==> config.mk <==
export PLATFORM = sky130hd
export DESIGN_NAME = rsws_cell
export DESIGN_NICKNAME = d
export VERILOG_FILES = /design/src/rtl/core/reservation_station_wakeup_select_defines.svh /design/src/rtl/core/rsws_pkg.sv /design/src/rtl/core/rsws_cell.sv
export SDC_FILE = /design/constraint.sdc
export NUM_CORES = 1
export LEC_CHECK = 0
export ABC_AREA = 1
export BUFFER_PORTS_ARGS = -buffer_cell sky130_fd_sc_hd__buf_2
export CAP_MARGIN = 0
export CORE_UTILIZATION = 25
export DETAILED_ROUTE_END_ITERATION = 10
export GPL_TIMING_DRIVEN = 0
export PLACE_DENSITY = 0.49
export SETUP_SLACK_MARGIN = 0.15
export SYNTH_ARGS = -nofsm -noshare
export SYNTH_HDL_FRONTEND = slang
export SYNTH_SLANG_ARGS = --single-unit
==> constraint.sdc <==
create_clock -name clock -period 8 [get_ports clock]
set_clock_uncertainty 0.1 [all_clocks]
set_input_delay 1.6 -clock clock [delete_from_list [all_inputs] [get_ports clock]]
set_output_delay 1.6 -clock clock [all_outputs]
set_load 0.005 [all_outputs]
==> src/rtl/core/reservation_station_wakeup_select_defines.svh <==
// Assertion macros shared by the reservation station RTL.
// Depends on nothing; define ASSERT_OFF to compile the checks out.
`ifndef RESERVATION_STATION_WAKEUP_SELECT_DEFINES_SVH
`define RESERVATION_STATION_WAKEUP_SELECT_DEFINES_SVH
`ifndef ASSERT_OFF
`define RSWS_ASSERT_SAME(label, clk, rst, ante, cons) \
   label: assert property (@(posedge clk) disable iff (rst) (ante) |-> (cons)) \
      else $error("reservation station check failed");
`define RSWS_ASSERT_NEXT(label, clk, rst, ante, cons) \
   label: assert property (@(posedge clk) disable iff (rst) (ante) |=> (cons)) \
      else $error("reservation station check failed");
`else
`define RSWS_ASSERT_SAME(label, clk, rst, ante, cons)
`define RSWS_ASSERT_NEXT(label, clk, rst, ante, cons)
`endif
`endif

==> src/rtl/core/rsws_pkg.sv <==
// Types, constants and the readiness decode of the reservation station.
// Used by rsws_cell and reservation_station_wakeup_select.
`default_nettype none

package rsws_pkg;

   localparam int unsigned TAG_W  = 5;
   localparam int unsigned OP_W   = 5;
   localparam int unsigned DATA_W = 32;
   localparam int unsigned FLAG_W = 6;

   // Bits of the control field.
   localparam int unsigned CTL_FLUSH = 0;
   localparam int unsigned CTL_ISSUE = 1;
   localparam int unsigned CTL_ALU   = 2;
   localparam int unsigned CTL_LSQ   = 3;

   // Bits of the operand flags.
   localparam int unsigned FL_PC  = 0;
   localparam int unsigned FL_OFF = 1;
   localparam int unsigned FL_V1  = 2;
   localparam int unsigned FL_V2  = 3;
   localparam int unsigned FL_W1  = 4;
   localparam int unsigned FL_W2  = 5;

   // Op class boundaries.
   localparam logic [OP_W-1:0] OP_LAST_ALU    = 5'd18;
   localparam logic [OP_W-1:0] OP_LAST_BRANCH = 5'd24;
   localparam logic [OP_W-1:0] OP_JAL         = 5'd25;
   localparam logic [OP_W-1:0] OP_JALR        = 5'd26;
   localparam logic [OP_W-1:0] OP_AUIPC       = 5'd27;
   localparam logic [OP_W-1:0] OP_LUI         = 5'd28;

   typedef struct packed {
      logic [3:0]        control;
      logic [OP_W-1:0]   issue_op;
      logic [TAG_W-1:0]  issue_tag;
      logic [DATA_W-1:0] issue_pc;
      logic [DATA_W-1:0] issue_offset;
      logic [FLAG_W-1:0] issue_flags;
      logic [DATA_W-1:0] issue_src1;
      logic [DATA_W-1:0] issue_src2;
      logic [TAG_W-1:0]  alu_bcast_tag;
      logic [DATA_W-1:0] alu_bcast_value;
      logic [TAG_W-1:0]  lsq_bcast_tag;
      logic [DATA_W-1:0] lsq_bcast_value;
   } req_type;

   typedef struct packed {
      logic              has_free_slot;
      logic              dispatch_valid;
      logic [OP_W-1:0]   out_op;
      logic [TAG_W-1:0]  out_tag;
      logic [DATA_W-1:0] out_pc;
      logic [DATA_W-1:0] out_offset;
      logic [DATA_W-1:0] out_src1;
      logic [DATA_W-1:0] out_src2;
      logic              issue_dropped;
   } rsp_type;

   // Contents of one station entry. While an operand waits, its producer
   // tag sits in the low bits of the operand word.
   typedef struct packed {
      logic [OP_W-1:0]   op;
      logic [TAG_W-1:0]  tag;
      logic [DATA_W-1:0] pc;
      logic [DATA_W-1:0] offset;
      logic [FLAG_W-1:0] flags;
      logic [DATA_W-1:0] first;
      logic [DATA_W-1:0] second;
   } entry_type;

   typedef struct packed {
      logic              any;
      logic              pc;
      logic              off;
      logic              s1;
      logic              s2;
   } sends_type;

   // Dispatch payload carried down the row of cells.
   typedef struct packed {
      logic [OP_W-1:0]   op;
      logic [TAG_W-1:0]  tag;
      logic [DATA_W-1:0] pc;
      logic [DATA_W-1:0] offset;
      logic [DATA_W-1:0] src1;
      logic [DATA_W-1:0] src2;
   } dsp_type;

   // What a cell hands to its higher-numbered neighbor.
   typedef struct packed {
      logic    ready_seen;
      logic    free_seen;
      logic    free_before_seen;
      dsp_type dsp;
   } link_type;

   typedef struct packed {
      logic commit;
      logic select_en;
   } ctl_type;

   function automatic sends_type ready_sends(logic [OP_W-1:0] op, logic [FLAG_W-1:0] f);
      sends_type s;
      logic      pc;
      logic      off;
      logic      v1;
      logic      v2;
      pc  = f[FL_PC];
      off = f[FL_OFF];
      v1  = f[FL_V1];
      v2  = f[FL_V2];
      s   = '0;
      if (op <= OP_LAST_ALU) begin
         s.any = v1 & v2;
         s.s1  = 1'b1;
         s.s2  = 1'b1;
      end else if (op <= OP_LAST_BRANCH) begin
         s.any = v1 & v2 & pc & off;
         s.s1  = 1'b1;
         s.s2  = 1'b1;
         s.pc  = 1'b1;
         s.off = 1'b1;
      end else if (op == OP_JAL) begin
         s.any = pc & off;
         s.pc  = 1'b1;
         s.off = 1'b1;
      end else if (op == OP_JALR) begin
         s.any = pc & v1 & v2;
         s.pc  = 1'b1;
         s.s1  = 1'b1;
         s.s2  = 1'b1;
      end else if (op == OP_AUIPC) begin
         s.any = pc & v2;
         s.pc  = 1'b1;
         s.s2  = 1'b1;
      end else if (op == OP_LUI) begin
         s.any = v2;
         s.s2  = 1'b1;
      end
      return s;
   endfunction

endpackage

`default_nettype wire

==> src/rtl/core/rsws_cell.sv <==
// One reservation station entry: storage, readiness, wakeup and its link
// in the select and free-slot chains. Depends on rsws_pkg.
`default_nettype none

module rsws_cell (
   input  wire logic               clock,
   input  wire logic               reset,
   input  wire rsws_pkg::ctl_type  ctl,
   input  wire rsws_pkg::req_type  req,
   input  wire rsws_pkg::link_type link_in,
   output rsws_pkg::link_type      link_out,
   output logic                    used
);

   logic                used_ff;
   logic                used_in;
   rsws_pkg::entry_type entry_ff;
   rsws_pkg::entry_type entry_in;
   rsws_pkg::entry_type base;
   rsws_pkg::sends_type sends;
   rsws_pkg::dsp_type   mine;
   logic                eligible;
   logic                pick;
   logic                free_now;
   logic                fill;
   logic                flush;
   logic                alu_v;
   logic                lsq_v;
   logic                m1_alu;
   logic                m1_lsq;
   logic                m2_alu;
   logic                m2_lsq;

   assign flush = req.control[rsws_pkg::CTL_FLUSH];
   assign alu_v = req.control[rsws_pkg::CTL_ALU];
   assign lsq_v = req.control[rsws_pkg::CTL_LSQ];
   assign used  = used_ff;

   always_comb begin
      sends    = rsws_pkg::ready_sends(entry_ff.op, entry_ff.flags);
      eligible = used_ff & sends.any & ctl.select_en;
      pick     = eligible & ~link_in.ready_seen;
      // The entry dispatched this transfer is free for the issue.
      free_now = ~used_ff | pick;
      fill     = req.control[rsws_pkg::CTL_ISSUE] & ~flush & free_now & ~link_in.free_seen;

      mine.op     = entry_ff.op;
      mine.tag    = entry_ff.tag;
      mine.pc     = sends.pc  ? entry_ff.pc     : '0;
      mine.offset = sends.off ? entry_ff.offset : '0;
      mine.src1   = sends.s1  ? entry_ff.first  : '0;
      mine.src2   = sends.s2  ? entry_ff.second : '0;

      link_out.ready_seen       = link_in.ready_seen | eligible;
      link_out.free_seen        = link_in.free_seen | free_now;
      link_out.free_before_seen = link_in.free_before_seen | ~used_ff;
      link_out.dsp              = pick ? mine : link_in.dsp;

      if (flush) begin
         used_in = 1'b0;
      end else if (fill) begin
         used_in = 1'b1;
      end else if (pick) begin
         used_in = 1'b0;
      end else begin
         used_in = used_ff;
      end

      if (fill) begin
         base.op     = req.issue_op;
         base.tag    = req.issue_tag;
         base.pc     = req.issue_pc;
         base.offset = req.issue_offset;
         base.flags  = req.issue_flags;
         base.first  = req.issue_src1;
         base.second = req.issue_src2;
      end else begin
         base = entry_ff;
      end

      // The ALU bus wakes first; the LSQ bus sees only what is still waiting.
      m1_alu = alu_v & base.flags[rsws_pkg::FL_W1] &
               (base.first[rsws_pkg::TAG_W-1:0] == req.alu_bcast_tag);
      m1_lsq = lsq_v & base.flags[rsws_pkg::FL_W1] &
               (base.first[rsws_pkg::TAG_W-1:0] == req.lsq_bcast_tag);
      m2_alu = alu_v & base.flags[rsws_pkg::FL_W2] &
               (base.second[rsws_pkg::TAG_W-1:0] == req.alu_bcast_tag);
      m2_lsq = lsq_v & base.flags[rsws_pkg::FL_W2] &
               (base.second[rsws_pkg::TAG_W-1:0] == req.lsq_bcast_tag);

      entry_in = base;
      if (m1_alu) begin
         entry_in.first = req.alu_bcast_value;
      end else if (m1_lsq) begin
         entry_in.first = req.lsq_bcast_value;
      end
      if (m1_alu | m1_lsq) begin
         entry_in.flags[rsws_pkg::FL_W1] = 1'b0;
         entry_in.flags[rsws_pkg::FL_V1] = 1'b1;
      end
      if (m2_alu) begin
         entry_in.second = req.alu_bcast_value;
      end else if (m2_lsq) begin
         entry_in.second = req.lsq_bcast_value;
      end
      if (m2_alu | m2_lsq) begin
         entry_in.flags[rsws_pkg::FL_W2] = 1'b0;
         entry_in.flags[rsws_pkg::FL_V2] = 1'b1;
      end
   end

   always_ff @(posedge clock) begin
      if (reset) begin
         used_ff <= 1'b0;
      end else if (ctl.commit) begin
         used_ff <= used_in;
      end
   end

   always_ff @(posedge clock) begin
      if (ctl.commit) begin
         entry_ff <= entry_in;
      end
   end

endmodule

`default_nettype wire

[Word-level counts from Yosys, hierarchy flattened]
Cells that the tools add are included.
W data, S select, Z words.
Storage, ports and cells
  flip-flop bits (word level): 145
  bits of input ports: 367
  word-level logic and storage cells: 94
Operators by class
  order comparisons: 2
  equality and inequality tests: 8
  multiplexer cells: 28
  bitwise gates (word level): 31
  reductions and logical operators: 11
Operators with widths (count)
  $mux W32: 8
  $mux W138: 1
  $mux W70: 1
  $and A1 B1 Y1: 21
  $eq A5 B5 Y1: 4
  $eq A5 B5 Y1 const B: 4
  $mux W1: 12
  $reduce_and A2 Y1: 6
  $le A5 B5 Y1 const B: 2
  $mux W2: 5
  $reduce_bool A3 Y1: 3
  $or A1 B1 Y1: 6
  $mux W5: 1
  $not A1 Y1: 4
  $reduce_bool A2 Y1: 2

[Depth between registers and ports, before layout]
Gate-level depths: netlist (run 1).
  depth in word-level cells: 19
  gate-level depth with buffers: 22

[Worst setup path before layout (run 1)]
Ideal clock, no wire load.
  path kind: input port to flip-flop
  start: in ctl[0] in the netlist's numbering
  end: reg entry_ff[10] in the netlist's numbering, enable pin
  setup time: 0.384 ns
  data arrival time: 6.847 ns
  data required time: 7.516 ns
  slack: 0.669 ns
  cell stages on the path: 11
  path through: nand2_1 a21oi_1 nand3_1 nor2_1 nand2_1 nand2_2 nand2_2 buf_4 nor2_1 inv_1 nand2_1
On the way
  word-level cells in the longest chain between the ends: 10
  elaborated cells on any way between the ends: 14
  those cells by class: eq/ne (2); mux (1); bitwise (9); reduce/logical (2)
RTL lines
  from (decl): line rsws_cell.sv:8  | input wire rsws_pkg::ctl_type ctl,
  $and A1 B1 Y1 *: line rsws_cell.sv:41  | eligible = used_ff & sends.any & ctl.select_en;
  $and A1 B1 Y1 *: line rsws_cell.sv:42  | pick = eligible & ~link_in.ready_seen;
  $or A1 B1 Y1 *: line rsws_cell.sv:44  | free_now = ~used_ff | pick;
  $and A1 B1 Y1 * (2 in a row): line rsws_cell.sv:45  | fill = req.control[rsws_pkg::CTL_ISSUE] & ~flush & free_now & ~link_in.free_seen;
  $mux W70: line rsws_cell.sv:69  | if (fill) begin
  $eq A5 B5 Y1 (tied with other cells): line rsws_cell.sv:87  | (base.second[rsws_pkg::TAG_W-1:0] == req.alu_bcast_tag);
  $and A1 B1 Y1 (on tied branches): line rsws_cell.sv:86, rsws_cell.sv:88
  $reduce_bool A3 Y1 (no source line) *
  $reduce_and A2 Y1 (no source line) *
  to (signal assigned): line rsws_cell.sv:122  | entry_ff <= entry_in;
  to (decl): line rsws_cell.sv:17  | rsws_pkg::entry_type entry_ff;
Every way passes the cells marked *; elsewhere a longest branch is shown, timed or not. The select of a mux whose other input is x is not followed.
A chain may end at the register's enable or synchronous reset.

==> results of run 1 <==
## synth_stat cells (4+ instances only)
master                     instances
sky130_fd_sc_hd__clkbuf_1         41
sky130_fd_sc_hd__buf_1             4
sky130_fd_sc_hd__o21ai_0         133
sky130_fd_sc_hd__nor2_4            7
sky130_fd_sc_hd__o21ai_1           4
sky130_fd_sc_hd__nand4_1         128
sky130_fd_sc_hd__edfxtp_1        144
sky130_fd_sc_hd__nand3b_1          9
sky130_fd_sc_hd__nor2_1           16
sky130_fd_sc_hd__nand3_1          96
sky130_fd_sc_hd__nor2_2            6
sky130_fd_sc_hd__nand2_2           5
sky130_fd_sc_hd__buf_4             7
sky130_fd_sc_hd__inv_1            69
sky130_fd_sc_hd__buf_2            46
sky130_fd_sc_hd__nand2_1         545
sky130_fd_sc_hd__inv_2             4
## flip-flops by register name, summed over array words and instances (netlist names)
register and flops:
entry_ff 144, used 1
## worst min-delay path, stage by stage (launching register included)
cell and delay (ns):
sky130_fd_sc_hd__dfxtp_1 0.40, sky130_fd_sc_hd__nand2_1 0.10, sky130_fd_sc_hd__a31oi_1 0.07
## per-layer routing
metal,GRT usage,wire length [µm],vias up
li1,-,-,5423
met1,0.272,18500,5064
met2,0.420,23500,484
met3,0.0434,2930,67
met4,0.0755,963,10
met5,0,67,-
## logic make-up after synthesis
family          Yosys count
flops                   145
xor+xnor                  2
buf+inv                 174
simple gates            819
compound gates          140
## power groups by stage
stage | Sequential (mW) | Combinational [mW] | Clock, mW
2_1_floorplan | 0.883 | 0.197 | 0
3_3_place_gp | 0.886 | 0.411 | 0
3_5_place_dp | 0.885 | 0.414 | 0
4_1_cts | 0.868 | 0.416 | 0.825
5_1_grt | 0.870 | 0.458 | 0.851
6_report | 0.868 | 0.416 | 0.805
## area by class of cell
class                           count  area share
Timing Repair Buffer              510       0.194
Tap cell                          511      0.0479
Inverter                           73      0.0205
Multi-Input combinational cell    961       0.331
Sequential cell                   145       0.326
Clock inverter                     14      0.0109
Clock buffer                       17      0.0319
Antenna cell                        9     0.00169
Buffer                            101      0.0364
## worst max-delay path by stage
stage / startpoint / to / slack (ns) / cells past startpoint
final: ctl[0] / link_out[31] / 1.99 / 12
after CTS: ctl[0] / link_out[31] / 1.88 / 12
after global routing: ctl[0] / link_out[31] / 1.74 / 12
after global placement: link_in[139] / entry_ff[12]$_DFFE_PP_ / -2.14 / 7
after detailed placement: ctl[0] / link_out[31] / 1.88 / 12
after floorplan: ctl[0] / entry_ff[10]$_DFFE_PP_ / 0.67 / 11
==> summary.md, run 1 <==
| Metric | Value |
|---|---|
| Remaining global-route overflow | `0` |
| Detail-routed via count per cell | `around 4.7` |
| Leakage power | `6.76 nW` |
| Min cycle time layout | `6.01 ns` |
| Clock transition time at the flip-flop clock pins of the worst setup and hold paths | `0.06 ns` |
| Sequential fraction of the synthesis area | `0.457` |
| Crit Path Class | `in2out` |
| CP peak stage delay | `0.77 ns` |
| Flop pwr share | `0.415` |
| Hold Slack | `0.517 ns` |
| Count of flip-flops with a built-in enable after synthesis | `144` |
| Inst Count DP | `around 2300` |
| Cell taking the most area after synthesis | `sky130_fd_sc_hd__edfxtp_1` |
| Final instance count without filler cells | `2341` |
| Cell-by-cell listing of the critical path | `buf_2, nand2_1, a21oi_1, nand3_1, nor2_1, nand2_1, buf_4, clkbuf_1, clkbuf_1, nand2_1, o21ai_0, buf_2` |
| Unrepaired setup endpoints after global routing | `no` |
| Post-synthesis share of cell area spent on and, or, nand and nor gates | `0.387` |
| CP top delay family | `buffers and inverters` |
| Share of the synthesized area in compound gates (AO/OA/AOI/OAI) | `0.0741` |
| Count of standard-cell rows | `71` |
| # Max-Cap Violations | `0` |
| Post-layout util | `0.355` |
| Result of the run | `finished, final reports clean` |
| Number of setup buffers added after CTS | `0` |
| Combinational family with the most area after synthesis | `simple AND/OR/NAND/NOR gates` |
| Synth Area per Inst | `7.43 µm²` |
| Via count of the first global-routing pass | `10727` |
| Setup tns final | `0 ns` |
| Worst reg-to-reg setup slack | `between 3 and 4 ns` |
| Core Box Area | `37600 µm²` |
| H-Tree Level Count | `4` |
| Arrival time worst endpoint | `4.31 ns` |
| Synthesized instance count | `1280` |
| Initial DRC Count | `roughly 600` |
| Largest cells by area after synthesis | `sky130_fd_sc_hd__edfxtp_1 (45%), sky130_fd_sc_hd__nand2_1 (22%), sky130_fd_sc_hd__nand4_1 (8.4%), sky130_fd_sc_hd__o21ai_0 (7.0%), sky130_fd_sc_hd__nand3_1 (5.1%)` |
| Reg2reg path depth | `20` |
| Number of setup violations in the final report | `0` |
| Endpoint class of the critical path | `output pin` |
| Library cell contributing the largest single delay on the critical path | `sky130_fd_sc_hd__clkbuf_1` |
| WP data required | `6.30 ns` |
| TritonCTS Buffers | `17` |
| Register bit count reported by yosys | `145` |
| Syn_nets | `around 1600` |
| Total DRC errors in the routed layout | `0` |
| Area Growth Syn to Fin | `40.3%` |
| Area share of the largest cell type after synthesis | `0.455` |
| Antenna violations before repair | `17` |
| Final Hold Viols | `0` |
| Worst Path Buf+Inv | `5` |
| Worst-path fanout max | `10` |
| Cell count of the worst hold path | `2` |
| Share of synthesized area spent on multiplexers | `0` |
| Clk network pwr share | `0.385` |
| Power Dens Cells | `between 150 and 200 nW/µm²` |
| Pre-CTS setup slack | `between 1.5 and 2 ns` |
| Highest clock rate | `about 170 MHz` |
| Seq. cell area | `4340 µm²` |
| Terminating pin of the worst hold path | `used$_SDFFE_PP0P_` |
| DIE WIDTH | `around 200 µm` |
| Part of the cycle the worst path needs | `0.751` |
| Asr flop ratio synth | `0` |
| Switching share of power | `0.303` |
| Count of warnings emitted by yosys | `0` |
| Clk root buf | `sky130_fd_sc_hd__clkbuf_16` |
| Internal power consumption | `~1.5 mW` |
| Pin count of the biggest net entering global routing | `32` |
| Boundary Pins | `509` |
| Count of different cell masters after synthesis | `27` |
| Worst vdd rail ir drop | `140 µV` |
| Clk buf depth | `2` |
| Combinational power share | `0.199` |
| DRT antenna net count | `0` |
| Overall power consumption | `about 2.1 mW` |
| Final weighted congestion in routability-driven placement | `0.902` |
| CP dominant cell by count | `sky130_fd_sc_hd__nand2_1` |
| Reg-to-reg critical path endpoint | `entry_ff[45]$_DFFE_PP_` |
| TritonCTS clock tree | `yes` |
| Global-route wire length before repair | `65500 µm` |
| Count of buffers inserted at the top-level ports | `508` |
| Number of iterations in the first detailed-routing pass | `5` |
| Clock latency on the worst-skew pair | `0.43 ns` |
| Number of hold buffers added after cts | `0` |
| Mapped Area | `~9500 µm²` |
| Final-stage net count | `2176` |
| Power spent charging and discharging nets | `0.633 mW` |
| Most common library cell in the layout ignoring fill and taps | `sky130_fd_sc_hd__buf_2` |
| Relative max-transition margin | `0.377` |
| Cells resized by post-CTS repair | `0` |
| Height of the die | `197 µm` |
| Count of final max-slew check failures | `0` |
| Number of sinks handled by clock tree synthesis | `145` |
| Setup slack after layout | `1.99 ns` |
| Adder and majority gate portion of the synthesized area | `0` |
| Area of the multi-input gates | `4420 µm²` |
| Cell area reported after detailed placement | `12700 µm²` |
| Worst Setup Start Kind | `input pin` |
| Fill cell total of the finished layout | `4199` |
| Global-route total usage across every layer | `0.231` |
| Most frequent cells in the layout | `sky130_fd_sc_hd__buf_2 (554), sky130_fd_sc_hd__nand2_1 (543), sky130_fd_sc_hd__edfxtp_1 (144)` |
| Fraction of synthesized cell area in xor and xnor cells | `0.00184` |
| Main synth FF type | `sky130_fd_sc_hd__edfxtp_1` |
| Worst reg2reg path startpoint | `entry_ff[139]$_DFFE_PP_` |
| Design Area, Final | `13300 µm²` |
| Hold/Removal Path Class | `reg2reg` |
| Fraction of final layout cells with drive strength greater than 1 | `0.345` |
| Half-perimeter wire length of the detailed placement result | `36800 µm` |
| Startpoint of the worst hold path | `used$_SDFFE_PP0P_` |
| Starting density of the core | `0.253` |
| Transition time at the pin with the least slew margin | `0.934 ns` |
| Routed wirelength normalized by instance count | `roughly 20 µm` |
| Die footprint | `about 39000 µm²` |
| Total vias in the final route | `11048` |
| Final routed wirelength across all metal layers | `~46000 µm` |
Power figures use the tool's default switching activity.
==> run 2: changes to the inputs <==
--- a/config.mk
+++ b/config.mk
@@ -11,7 +11,7 @@
 export CORE_UTILIZATION = 25
 export DETAILED_ROUTE_END_ITERATION = 10
 export GPL_TIMING_DRIVEN = 0
-export PLACE_DENSITY = 0.49
+export PLACE_DENSITY = 0.5
 export SETUP_SLACK_MARGIN = 0.15
 export SYNTH_ARGS = -nofsm -noshare
 export SYNTH_HDL_FRONTEND = slang
==> constraint.sdc (replaced) <==
create_clock -name clock -period 5.4 [get_ports clock]
set_clock_uncertainty 0.1 [all_clocks]
set_input_delay 1.08 -clock clock [delete_from_list [all_inputs] [get_ports clock]]
set_output_delay 1.08 -clock clock [all_outputs]
set_load 0.005 [all_outputs]
==> run 2 against run 1 <==
  * Worst setup slack worse by 1.3 ns
  * Highest routed layer unchanged
  * Critical path type is now reg2out
  * Largest cell class unchanged
  * Final cell count stayed put
  * Die area stayed put
  * Sequential share of layout area is 0.061 points lower
  * Combinational power is 49% higher
  * Register-to-register slack worse by 2.7 ns
  * Global-route usage is 0.051 points higher
  * Sequential power is 49% higher
  * Non-clock buffer count stayed put
==> summary.md, run 2 (synthesis results as in run 1) <==
| Metric | Value |
|---|---|
| Half-perimeter wire length of the detailed placement result | `approximately 37000 µm` |
| Highest clock rate | `212 MHz` |
| Clk buf depth | `2` |
| Worst reg-to-reg setup slack | `0.99 ns` |
| Via count of the first global-routing pass | `10676` |
| Final-stage net count | `about 2200` |
| Total DRC errors in the routed layout | `0` |
| DRT antenna net count | `0` |
| Hold/Removal Path Class | `reg2reg` |
| Number of sinks handled by clock tree synthesis | `145` |
| Clk network pwr share | `0.396` |
| Unrepaired setup endpoints after global routing | `no` |
| Cell area reported after detailed placement | `approximately 13000 µm²` |
| Design Area, Final | `around 13000 µm²` |
| Fill cell total of the finished layout | `roughly 4100` |
| Startpoint of the worst hold path | `used$_SDFFE_PP0P_` |
| Remaining global-route overflow | `0` |
| Area Growth Syn to Fin | `40.6%` |
| Worst Path Buf+Inv | `4` |
| Setup tns final | `0 ns` |
| Cell-by-cell listing of the critical path | `nor2_2, nand2_1, nand2_2, nand2_1, nand2_1, nor2_1, nand2_1, buf_4, clkbuf_1, buf_1, nand2_1, o21ai_0, buf_2` |
| CP top delay family | `buffers and inverters` |
| Fraction of final layout cells with drive strength greater than 1 | `0.345` |
| Worst reg2reg path startpoint | `entry_ff[139]$_DFFE_PP_` |
| Part of the cycle the worst path needs | `0.874` |
| Number of setup buffers added after CTS | `0` |
| Height of the die | `between 150 and 200 µm` |
| Global-route wire length before repair | `approximately 66000 µm` |
| Endpoint class of the critical path | `output pin` |
| Arrival time worst endpoint | `3.54 ns` |
| Routed wirelength normalized by instance count | `19.6 µm` |
| Worst vdd rail ir drop | `194 µV` |
| Total vias in the final route | `11038` |
| Flop pwr share | `0.408` |
| Starting density of the core | `0.253` |
| Count of buffers inserted at the top-level ports | `around 510` |
| Power spent charging and discharging nets | `0.946 mW` |
| Core Box Area | `about 38000 µm²` |
| Switching share of power | `0.300` |
| Detail-routed via count per cell | `4.72` |
| Clk root buf | `sky130_fd_sc_hd__clkbuf_16` |
| Number of flip-flops in the largest register | `approximately 140` |
| Die footprint | `38800 µm²` |
| Crit Path Class | `reg2out` |
| Pre-CTS setup slack | `about 0.098 ns` |
| Boundary Pins | `509` |
| Leakage power | `6.78 nW` |
| Clock latency on the worst-skew pair | `between 0.4 and 0.5 ns` |
| Library cell contributing the largest single delay on the critical path | `sky130_fd_sc_hd__clkbuf_1` |
| Hold Slack | `around 0.53 ns` |
| Final routed wirelength across all metal layers | `45900 µm` |
| Clock transition time at the flip-flop clock pins of the worst setup and hold paths | `0.07 ns` |
| Result of the run | `finished, final reports clean` |
| Setup slack after layout | `0.681 ns` |
| Most frequent cells in the layout | `sky130_fd_sc_hd__buf_2 (554), sky130_fd_sc_hd__nand2_1 (544), sky130_fd_sc_hd__edfxtp_1 (144)` |
| Relative max-transition margin | `0.391` |
| DIE WIDTH | `197 µm` |
| Number of iterations in the first detailed-routing pass | `5` |
| CP dominant cell by count | `sky130_fd_sc_hd__nand2_1` |
| Most common library cell in the layout ignoring fill and taps | `sky130_fd_sc_hd__buf_2` |
| H-Tree Level Count | `4` |
| Terminating pin of the worst hold path | `used$_SDFFE_PP0P_` |
| Internal power consumption | `2.21 mW` |
| Antenna violations before repair | `17` |
| Worst Setup Start Kind | `register` |
| WP data required | `4.22 ns` |
| Worst-path fanout max | `19` |
| Number of setup violations in the final report | `0` |
| Count of standard-cell rows | `71` |
| Combinational power share | `0.197` |
| Initial DRC Count | `584` |
| Min cycle time layout | `4.72 ns` |
| Global-route total usage across every layer | `0.232` |
| Reg-to-reg critical path endpoint | `entry_ff[20]$_DFFE_PP_` |
| # Max-Cap Violations | `0` |
| Transition time at the pin with the least slew margin | `0.910 ns` |
| CP peak stage delay | `0.61 ns` |
| Top register by number of flip-flops | `entry_ff` |
| Count of final max-slew check failures | `0` |
| Final Hold Viols | `0` |
| Cell count of the worst hold path | `2` |
| Reg2reg path depth | `19` |
| TritonCTS clock tree | `yes` |
| TritonCTS Buffers | `17` |
| Post-layout util | `0.356` |
| Final weighted congestion in routability-driven placement | `0.915` |
| Pin count of the biggest net entering global routing | `34` |
| Power Dens Cells | `236 nW/µm²` |
-- run 2: cell types whose count changed in the layout (fill, tap and decap cells not counted) --
| cell | previous run | this run |
|---|---|---|
| sky130_fd_sc_hd__clkinvlp_4 | 5 | 3 |
| sky130_fd_sc_hd__buf_8 | 0 | 1 |
| sky130_fd_sc_hd__nand2_1 | 543 | 544 |
| sky130_fd_sc_hd__buf_12 | 1 | 2 |
| sky130_fd_sc_hd__inv_6 | 4 | 5 |
| sky130_fd_sc_hd__nand2_2 | 7 | 6 |
| sky130_fd_sc_hd__bufinv_16 | 1 | 2 |
| sky130_fd_sc_hd__clkbuf_1 | 41 | 40 |
| sky130_fd_sc_hd__buf_16 | 1 | 0 |
-- run 2: power groups by stage --
| stage | clock network [mW] | logic, mW | registers, mW |
|---|---|---|---|
| after floorplan | 0 | 0.293 | 1.31 |
| after global placement | 0 | 0.612 | 1.31 |
| after detailed placement | 0 | 0.616 | 1.31 |
| after CTS | 1.28 | 0.619 | 1.29 |
| after global routing | 1.32 | 0.683 | 1.29 |
| final | 1.25 | 0.620 | 1.29 |
-- run 2: final cells by class --
| type | count | area (µm²) | share of cell area |
|---|---|---|---|
| Clock inverter | 14 | 169 | 0.0126 |
| Antenna cell | 9 | 22.5 | 0.00168 |
| Tap cell | 511 | 639 | 0.0478 |
| Timing Repair Buffer | 511 | 2600 | 0.194 |
| Multi-Input combinational cell | 961 | 4410 | 0.330 |
| Inverter | 73 | 274 | 0.0205 |
| Buffer | 100 | 482 | 0.0360 |
| Clock buffer | 17 | 425 | 0.0318 |
| Sequential cell | 145 | 4340 | 0.325 |
-- run 2: worst max path at each step --
stage / slack [ns] / from / to / cells past startpoint
floorplan: 1.03 / ctl[0] / entry_ff[10]$_DFFE_PP_ / 11
global placement: -0.64 / link_in[139] / entry_ff[61]$_DFFE_PP_ / 7
detailed placement: 0.1 / ctl[0] / link_out[31] / 12
CTS: 0.55 / entry_ff[141]$_DFFE_PP_ / link_out[99] / 13
global route: 0.39 / entry_ff[141]$_DFFE_PP_ / link_out[99] / 13
finish: 0.68 / entry_ff[141]$_DFFE_PP_ / link_out[96] / 13
-- run 2: tightest hold or removal path, delay by kind of cell (launching register included) --
| family | cells | cell delay [ns] |
|---|---|---|
| compound gates | 1 | 0.07 |
| flops | 1 | 0.41 |
| simple gates | 1 | 0.11 |
-- run 2: repair_timing --
action / 4_1_cts / 5_1_grt
hold buffers: 0 / 0
endpoints found under the setup margin: 3 / 0
gates resized for setup: 0 / 0
-- run 2: metrics by stage --
stage / power, mW / instances
2_1_floorplan: 1.60 / 1280
3_3_place_gp: 1.92 / 2299
6_report: 3.15 / 2341
5_1_grt: 3.29 / 2336
4_1_cts: 3.18 / 2332
3_5_place_dp: 1.93 / 2302
-- run 2: per-layer routing --
layer	share of wire	up-vias	GRT usage	wire length, µm
li1	-	5424	-	-
met5	0.0018	-	0	84
met3	0.060	57	0.0478	2770
met2	0.51	469	0.424	23400
met1	0.41	5074	0.274	18800
met4	0.018	14	0.0609	814
